===== config.mk =====
export PLATFORM = sky130hd
export DESIGN_NAME = modular_exponentiation
export DESIGN_NICKNAME = d
export VERILOG_FILES = /design/src/design/modexp_pkg.sv /design/src/design/modexp_mulmod.sv /design/src/design/modular_exponentiation.sv
export SDC_FILE = /design/constraint.sdc
export NUM_CORES = 1
export LEC_CHECK = 0
export BUFFER_PORTS_ARGS = -buffer_cell sky130_fd_sc_hd__buf_2
export CAP_MARGIN = 20
export CORE_MARGIN = 2
export CORE_UTILIZATION = 56
export DETAILED_ROUTE_END_ITERATION = 8
export PLACE_DENSITY_LB_ADDON = 0.25
export SLEW_MARGIN = 20
export SYNTH_ARGS = -nofsm -noshare
export SYNTH_HDL_FRONTEND = slang
export SYNTH_HIERARCHICAL = 1
export SYNTH_SLANG_ARGS = --single-unit

===== constraint.sdc =====
create_clock -name clk -period 16.24 [get_ports clk]
set_clock_uncertainty 0.15 [all_clocks]
set_input_delay 2.436 -clock clk [delete_from_list [all_inputs] [get_ports clk]]
set_output_delay 2.436 -clock clk [all_outputs]
set_load 0.05 [all_outputs]

===== src/design/modexp_pkg.sv =====
// ----------------------------------------------------------------------------
// modexp_pkg: shared definitions for the modular exponentiation block
// Fixed result width and the controller state codes.
// ----------------------------------------------------------------------------
package modexp_pkg;

  // Width of the result field on the output channel
  localparam int RESULT_WIDTH = 31;

  // Controller state codes
  localparam logic [2:0] ST_IDLE    = 3'd0;
  localparam logic [2:0] ST_REDUCE  = 3'd1;
  localparam logic [2:0] ST_STEP    = 3'd2;
  localparam logic [2:0] ST_MUL_ACC = 3'd3;
  localparam logic [2:0] ST_SQUARE  = 3'd4;
  localparam logic [2:0] ST_FINISH  = 3'd5;

endpackage


===== src/design/modexp_mulmod.sv =====
// ----------------------------------------------------------------------------
// modexp_mulmod: bit-serial modular multiplier
// Interleaved shift-and-add, one multiplier bit per cycle, MSB first.
// Computes (multiplicand * multiplier) mod modulus in WIDTH steps; done
// pulses when the last step is registered.
// Requires multiplicand <= modulus and modulus nonzero.
// ----------------------------------------------------------------------------
module modexp_mulmod #(
  parameter int WIDTH = 31
) (
  input  logic             clk,
  input  logic             rst,
  input  logic             start,
  input  logic [WIDTH-1:0] multiplicand,
  input  logic [WIDTH-1:0] multiplier,
  input  logic [WIDTH-1:0] modulus,
  output logic             done,
  output logic [WIDTH-1:0] product
);

  localparam int CNT_W = (WIDTH > 1) ? $clog2(WIDTH) : 1;

  logic             busy;
  logic [CNT_W-1:0] cnt;
  logic [WIDTH-1:0] op_a;
  logic [WIDTH-1:0] op_m;
  logic [WIDTH-1:0] mplier;
  logic [WIDTH-1:0] acc;

  logic [WIDTH:0]   dbl;
  logic [WIDTH:0]   dbl_red;
  logic [WIDTH:0]   sum;
  logic [WIDTH:0]   sum_red;

  // One step: acc = (2*acc + bit*a) mod m, each partial kept below 2m
  always_comb begin
    dbl     = {acc, 1'b0};
    dbl_red = (dbl >= {1'b0, op_m}) ? (dbl - {1'b0, op_m}) : dbl;
    sum     = dbl_red + (mplier[WIDTH-1] ? {1'b0, op_a} : '0);
    sum_red = (sum >= {1'b0, op_m}) ? (sum - {1'b0, op_m}) : sum;
  end

  // Control
  always_ff @(posedge clk) begin
    if (rst) begin
      busy <= 1'b0;
      done <= 1'b0;
      cnt  <= '0;
    end else begin
      done <= 1'b0;
      if (start) begin
        busy <= 1'b1;
        cnt  <= CNT_W'(WIDTH - 1);
      end else if (busy) begin
        cnt <= cnt - 1'b1;
        if (cnt == '0) begin
          busy <= 1'b0;
          done <= 1'b1;
        end
      end
    end
  end

  // Datapath
  always_ff @(posedge clk) begin
    if (start) begin
      op_a   <= multiplicand;
      op_m   <= modulus;
      mplier <= multiplier;
      acc    <= '0;
    end else if (busy) begin
      acc    <= sum_red[WIDTH-1:0];
      mplier <= {mplier[WIDTH-2:0], 1'b0};
    end
  end

  assign product = acc;

endmodule


===== src/design/modular_exponentiation.sv =====
// ----------------------------------------------------------------------------
// modular_exponentiation: right-to-left binary modular exponentiation
// Computes base_value ^ exponent mod modulus with one shared multiplier.
// ----------------------------------------------------------------------------
// The block takes one item at a time and holds in_stall high while it works.
// The base is first reduced by the modulus in one multiplier pass, then the
// exponent is scanned from its LSB: a set bit costs a multiply into the
// accumulator, and every bit up to the highest set bit costs a squaring. A
// zero exponent returns 1, also for a modulus of 1; a zero modulus returns 0
// with no multiplier pass, going straight to FINISH. The result sits in an
// output register, so the next item can be taken while it waits.
// ----------------------------------------------------------------------------
module modular_exponentiation #(
  parameter int OPERAND_WIDTH = 31
) (
  input  logic                                clk,
  input  logic                                rst,
  input  logic                                in_valid,
  output logic                                in_stall,
  input  logic [OPERAND_WIDTH-1:0]            base_value,
  input  logic [OPERAND_WIDTH-1:0]            exponent,
  input  logic [OPERAND_WIDTH-1:0]            modulus,
  output logic                                out_valid,
  input  logic                                out_stall,
  output logic [modexp_pkg::RESULT_WIDTH-1:0] power_result
);

  import modexp_pkg::*;

  logic [2:0]               state;
  logic [OPERAND_WIDTH-1:0] accumulator;
  logic [OPERAND_WIDTH-1:0] running_square;
  logic [OPERAND_WIDTH-1:0] exponent_left;
  logic [OPERAND_WIDTH-1:0] held_modulus;
  logic [OPERAND_WIDTH-1:0] result;

  logic                     mul_start;
  logic [OPERAND_WIDTH-1:0] mul_a;
  logic [OPERAND_WIDTH-1:0] mul_b;
  logic                     mul_done;
  logic [OPERAND_WIDTH-1:0] mul_product;

  assign in_stall = (state != ST_IDLE);

  // Shared modular multiplier
  modexp_mulmod #(
    .WIDTH (OPERAND_WIDTH)
  ) u_mulmod (
    .clk          (clk),
    .rst          (rst),
    .start        (mul_start),
    .multiplicand (mul_a),
    .multiplier   (mul_b),
    .modulus      (held_modulus),
    .done         (mul_done),
    .product      (mul_product)
  );

  // Sequencer
  always_ff @(posedge clk) begin
    if (rst) begin
      state     <= ST_IDLE;
      mul_start <= 1'b0;
      out_valid <= 1'b0;
    end else begin
      mul_start <= 1'b0;
      // output register empties on a transfer unless FINISH reloads it
      if (out_valid && !out_stall && (state != ST_FINISH)) begin
        out_valid <= 1'b0;
      end
      unique case (state)
        ST_IDLE: begin
          if (in_valid) begin
            held_modulus  <= modulus;
            exponent_left <= exponent;
            accumulator   <= OPERAND_WIDTH'(1);
            if (modulus == '0) begin
              result <= '0;
              state  <= ST_FINISH;
            end else begin
              // base mod m as 1 * base mod m
              mul_a     <= OPERAND_WIDTH'(1);
              mul_b     <= base_value;
              mul_start <= 1'b1;
              state     <= ST_REDUCE;
            end
          end
        end
        ST_REDUCE: begin
          if (mul_done) begin
            running_square <= mul_product;
            state          <= ST_STEP;
          end
        end
        ST_STEP: begin
          priority if (exponent_left == '0) begin
            result <= accumulator;
            state  <= ST_FINISH;
          end else if (exponent_left[0]) begin
            mul_a     <= accumulator;
            mul_b     <= running_square;
            mul_start <= 1'b1;
            state     <= ST_MUL_ACC;
          end else begin
            mul_a     <= running_square;
            mul_b     <= running_square;
            mul_start <= 1'b1;
            state     <= ST_SQUARE;
          end
        end
        ST_MUL_ACC: begin
          if (mul_done) begin
            accumulator <= mul_product;
            mul_a       <= running_square;
            mul_b       <= running_square;
            mul_start   <= 1'b1;
            state       <= ST_SQUARE;
          end
        end
        ST_SQUARE: begin
          if (mul_done) begin
            running_square <= mul_product;
            exponent_left  <= exponent_left >> 1;
            state          <= ST_STEP;
          end
        end
        ST_FINISH: begin
          // wait for the output register to be free
          if (!out_valid || !out_stall) begin
            out_valid    <= 1'b1;
            power_result <= RESULT_WIDTH'(result);
            state        <= ST_IDLE;
          end
        end
        default: begin
          state <= ST_IDLE;
        end
      endcase
    end
  end

endmodule


==> reports/qor.txt <==
SETUP PATH
------------------------------------------------------------------------------------------------------
Critical Path AT                                                                               8.38 ns
CP max FO                                                                                           60
Start point of the critical path                                                          u_mulmod/op_m[0]$_DFFE_PP_
Largest stage delay, worst path                                                                0.47 ns
Data required time of the critical path                                                       16.53 ns
Master of the slowest instance on the critical path                                       sky130_fd_sc_hd__fa_1
Path type of the worst setup path                                                         register to register
Launch point of the worst reg-to-reg path                                                 u_mulmod/op_m[0]$_DFFE_PP_
Startpoint kind of the worst setup timing path                                                register
CP endpoint kind                                                                              register
Worst Path Buf+Inv                                                                                   3
Largest delay share family, worst path                                                    compound AO/OA/AOI/OAI gates

YOSYS
------------------------------------------------------------------------------------------------------
Post-synth EDFFs                                                                                   341
Net count of the mapped netlist                                                                   1870
Most frequent cell after synthesis                                                        sky130_fd_sc_hd__edfxtp_1
Mean cell area of the mapped netlist                                                         11.65 um2
Netlist area before placement                                                                19510 um2
Number of standard cells after synthesis                                                          1675
Predominant post-synthesis flop cell                                                      sky130_fd_sc_hd__edfxtp_1
Flip-flop and latch count after synthesis                                                          384
Library cell with the largest summed area after synthesis                                 sky130_fd_sc_hd__edfxtp_1
Synth top area cells                                                                      sky130_fd_sc_hd__edfxtp_1 52%, sky130_fd_sc_hd__ha_1 6.1%, sky130_fd_sc_hd__nand2_1 4.7%
Yosys warning total                                                                                  6
Most instantiated cells after synthesis                                                   341 x sky130_fd_sc_hd__edfxtp_1, 242 x sky130_fd_sc_hd__nand2_1, 108 x sky130_fd_sc_hd__a21oi_1
Area share of the largest cell type after synthesis                                             52.49%
Sequential area share after synthesis                                                           56.90%
Library cells used by synthesis                                                                     75
Post-synthesis async set-or-reset flop share                                                        0%

FLOORPLANNING
------------------------------------------------------------------------------------------------------
Total I/O pin count                                                                                130
Core Area                                                                                    34460 um2
Die height                                                                                    190.6 um
Initial Utilization                                                                             56.61%
Die area                                                                                     36340 um2
Number of placement rows                                                                            68
Horizontal die dimension                                                                      190.6 um

POWER
------------------------------------------------------------------------------------------------------
Max VDD drop                                                                                  154.6 uV
PwrDens                                                                                   177.1 nW/um2
Clock Power Share                                                                                22.4%
Cell internal pwr                                                                             2.400 mW
Seq pwr share                                                                                    32.7%
Static Leakage                                                                                8.619 nW
Net switching power of the design                                                             1.469 mW
Net switching fraction of the power                                                             37.97%
Share of total power in combinational logic                                                      44.9%

CLOCK TREE
------------------------------------------------------------------------------------------------------
Resized Gates After CTS                                                                              0
CTS buffer count                                                                                    39
CTS Sinks                                                                                          384
Clock transition at the register clock pins on the worst setup and hold paths after CTS        0.07 ns
Clk Latency, worst-skew pair                                                                   0.54 ns
H-tree lvl count                                                                                     2
Cts-stage hold buffer count                                                                          0
Clock tree from TritonCTS                                                                        built
Buffers inserted during post-CTS setup optimization                                                  0
Number of buffers on the longest clock path                                                          3
Clock Tree Root                                                                           sky130_fd_sc_hd__clkbuf_16

ROUTING
------------------------------------------------------------------------------------------------------
Length of the first detailed-routing pass in iterations                                              5
Wire length per cell                                                                          18.74 um
DRC violation count after routing                                                                    0
DR vias/cell                                                                                     5.777
Initial drt markers                                                                               1220
Detail Route Antenna Nets                                                                            0
Vias after detailed routing                                                                     13.20k
Total routed wirelength                                                                       42.82 mm

GLOBAL ROUTE
------------------------------------------------------------------------------------------------------
Via count of the first global-routing pass                                                      12.55k
Pin count of the biggest net entering global routing                                                65
Remaining global-route overflow                                                                      0
First-pass GRT wire length                                                                    67.12 mm
Number of antenna violations at the first check in global routing                                    1
Global router's overall resource usage                                                          23.57%

STA
------------------------------------------------------------------------------------------------------
Transition at the pin with the smallest max-transition slack                                  1.056 ns
Number of max-slew violations in the final report                                                    0
Maximum frequency from static timing analysis                                                123.7 MHz
Final period utilization                                                                        49.77%
Setup TNS after final layout                                                                      0 ns
Minimum clock period                                                                          8.083 ns
Hold Violations, Final                                                                               0
Max-slew headroom at the worst pin                                                              29.46%
Unrepaired setup endpoints after global routing                                                  false
Hold WS                                                                                      0.2629 ns
Setup violations, final                                                                              0

CELLS AND AREA
------------------------------------------------------------------------------------------------------
Area growth syn-to-layout                                                                       12.01%
Proportion of layout cells with a drive suffix above 1                                          16.61%
Diodes inserted                                                                                      0
Net count reported at finish                                                                      1996

PLACEMENT
------------------------------------------------------------------------------------------------------
GP Congestion                                                                                   0.8909
DPL Wire Length                                                                               29.93 mm
Number of port buffers                                                                             129

JOB
------------------------------------------------------------------------------------------------------
Max-capacitance violation count                                                                      0

OUTCOME
------------------------------------------------------------------------------------------------------
Status                                                                                    finished, final reports clean

HOLD PATH
------------------------------------------------------------------------------------------------------
Hold Crit Class                                                                           register to register
Hold path startpoint                                                                      held_modulus[25]$_DFFE_PP_

==> cells in the final DEF, fill, tap and decap left out, types with 5 or more instances in the layout <==
master	n
sky130_fd_sc_hd__and2_1	64
sky130_fd_sc_hd__inv_1	58
sky130_fd_sc_hd__a211oi_1	23
sky130_fd_sc_hd__dfxtp_1	42
sky130_fd_sc_hd__a21oi_2	5
sky130_fd_sc_hd__ha_1	95
sky130_fd_sc_hd__a211o_1	5
sky130_fd_sc_hd__edfxtp_1	341
sky130_fd_sc_hd__buf_2	129
sky130_fd_sc_hd__nand2b_1	21
sky130_fd_sc_hd__and3_1	38
sky130_fd_sc_hd__o21ai_1	5
sky130_fd_sc_hd__xnor2_1	58
sky130_fd_sc_hd__o21bai_1	14
sky130_fd_sc_hd__a21oi_1	106
sky130_fd_sc_hd__nor2_1	64
sky130_fd_sc_hd__or2_2	5
sky130_fd_sc_hd__o21a_1	13
sky130_fd_sc_hd__mux2_2	59
sky130_fd_sc_hd__xor2_1	27
sky130_fd_sc_hd__a31oi_1	14
sky130_fd_sc_hd__buf_4	18
sky130_fd_sc_hd__clkinv_2	7
sky130_fd_sc_hd__a21o_1	31
sky130_fd_sc_hd__mux2i_1	31
sky130_fd_sc_hd__clkbuf_16	39
sky130_fd_sc_hd__nand4_1	19
sky130_fd_sc_hd__nand2_1	242
sky130_fd_sc_hd__nor3_1	18
sky130_fd_sc_hd__nor2b_1	12
sky130_fd_sc_hd__o211ai_1	9
sky130_fd_sc_hd__nor4_1	18
sky130_fd_sc_hd__clkinv_1	10
sky130_fd_sc_hd__nand3_1	12
sky130_fd_sc_hd__o21ai_0	81
==> worst reg2reg max path, delay by kind of cell, from the launching register on <==
family / cells / cell delay, ns
multiplexers: 2 / 0.66
AO/OA/AOI/OAI: 16 / 4.14
flip-flops: 1 / 0.39
AND/OR/NAND/NOR: 6 / 0.82
XOR/XNOR: 1 / 0.20
adder cells (fa/ha/maj): 3 / 1.01
buffers and inverters: 3 / 0.58
==> cell families (layout without fill, tap and decap cells) <==
logic type / after synthesis / after routing / synth area share [%]
xor+xnor: 86 / 86 / 3.900
mux: 93 / 93 / 5.170
compound gates: 351 / 351 / 11.51
fa+ha+maj: 98 / 98 / 6.401
simple gates: 543 / 543 / 13.52
buf+inv: 120 / 275 / 2.598
flops: 384 / 384 / 56.90
==> per-stage QoR <==
| stage | instance area [um2] | power [mW] | std cells | worst slack, ns | utilization [%] |
|---|---|---|---|---|---|
| 4_1_cts | 21850 | 3.855 | 2285 | 8.253 | 63.40 |
| 3_5_place_dp | 20620 | 2.979 | 2215 | 8.276 | 59.85 |
| 6_report | 21850 | 3.869 | 2285 | 8.157 | 63.41 |
| 3_3_place_gp | 20620 | 2.941 | 2215 | 8.474 | 59.85 |
| 2_1_floorplan | 19510 | 2.654 | 1675 | 6.700 | - |
| 5_1_grt | 21850 | 4.107 | 2285 | 7.619 | 63.41 |
==> power by group through the flow <==
stage / registers, mW / logic, mW / clock network [mW]
after global routing: 1.28 / 1.91 / 0.920
after detailed placement: 1.28 / 1.69 / 0
final: 1.27 / 1.74 / 0.865
after global placement: 1.28 / 1.66 / 0
after floorplan: 1.25 / 1.41 / 0
after CTS: 1.26 / 1.71 / 0.883
==> worst paths after layout <==
kind              cells past startpoint  slack [ns]                                 to
setup / recovery                     31        8.16  u_mulmod/product[14]$_SDFFE_PP0P_
hold / removal                        0        0.26        u_mulmod/op_m[25]$_DFFE_PP_
setup reg to reg                     31        8.16  u_mulmod/product[14]$_SDFFE_PP0P_
hold reg to reg                       0        0.26        u_mulmod/op_m[25]$_DFFE_PP_
==> cell type report <==
| cell class | count | area [um2] |
|---|---|---|
| Tap cell | 455 | 569.3 |
| Timing Repair Buffer | 147 | 780.7 |
| Multi-Input combinational cell | 1171 | 7956 |
| Fill cell | 2658 | 12610 |
| Inverter | 58 | 217.7 |
| Sequential cell | 384 | 11100 |
| Clock buffer | 43 | 991.0 |
| Clock inverter | 27 | 231.5 |
==> layer usage <==
metal	GRT usage, %	part of all wire [%]
met3	3.165	6.6
met4	6.649	2.4
met2	34.53	43
met1	36.66	48
met5	0	0
Note: power is estimated with default switching activity, not from simulation.
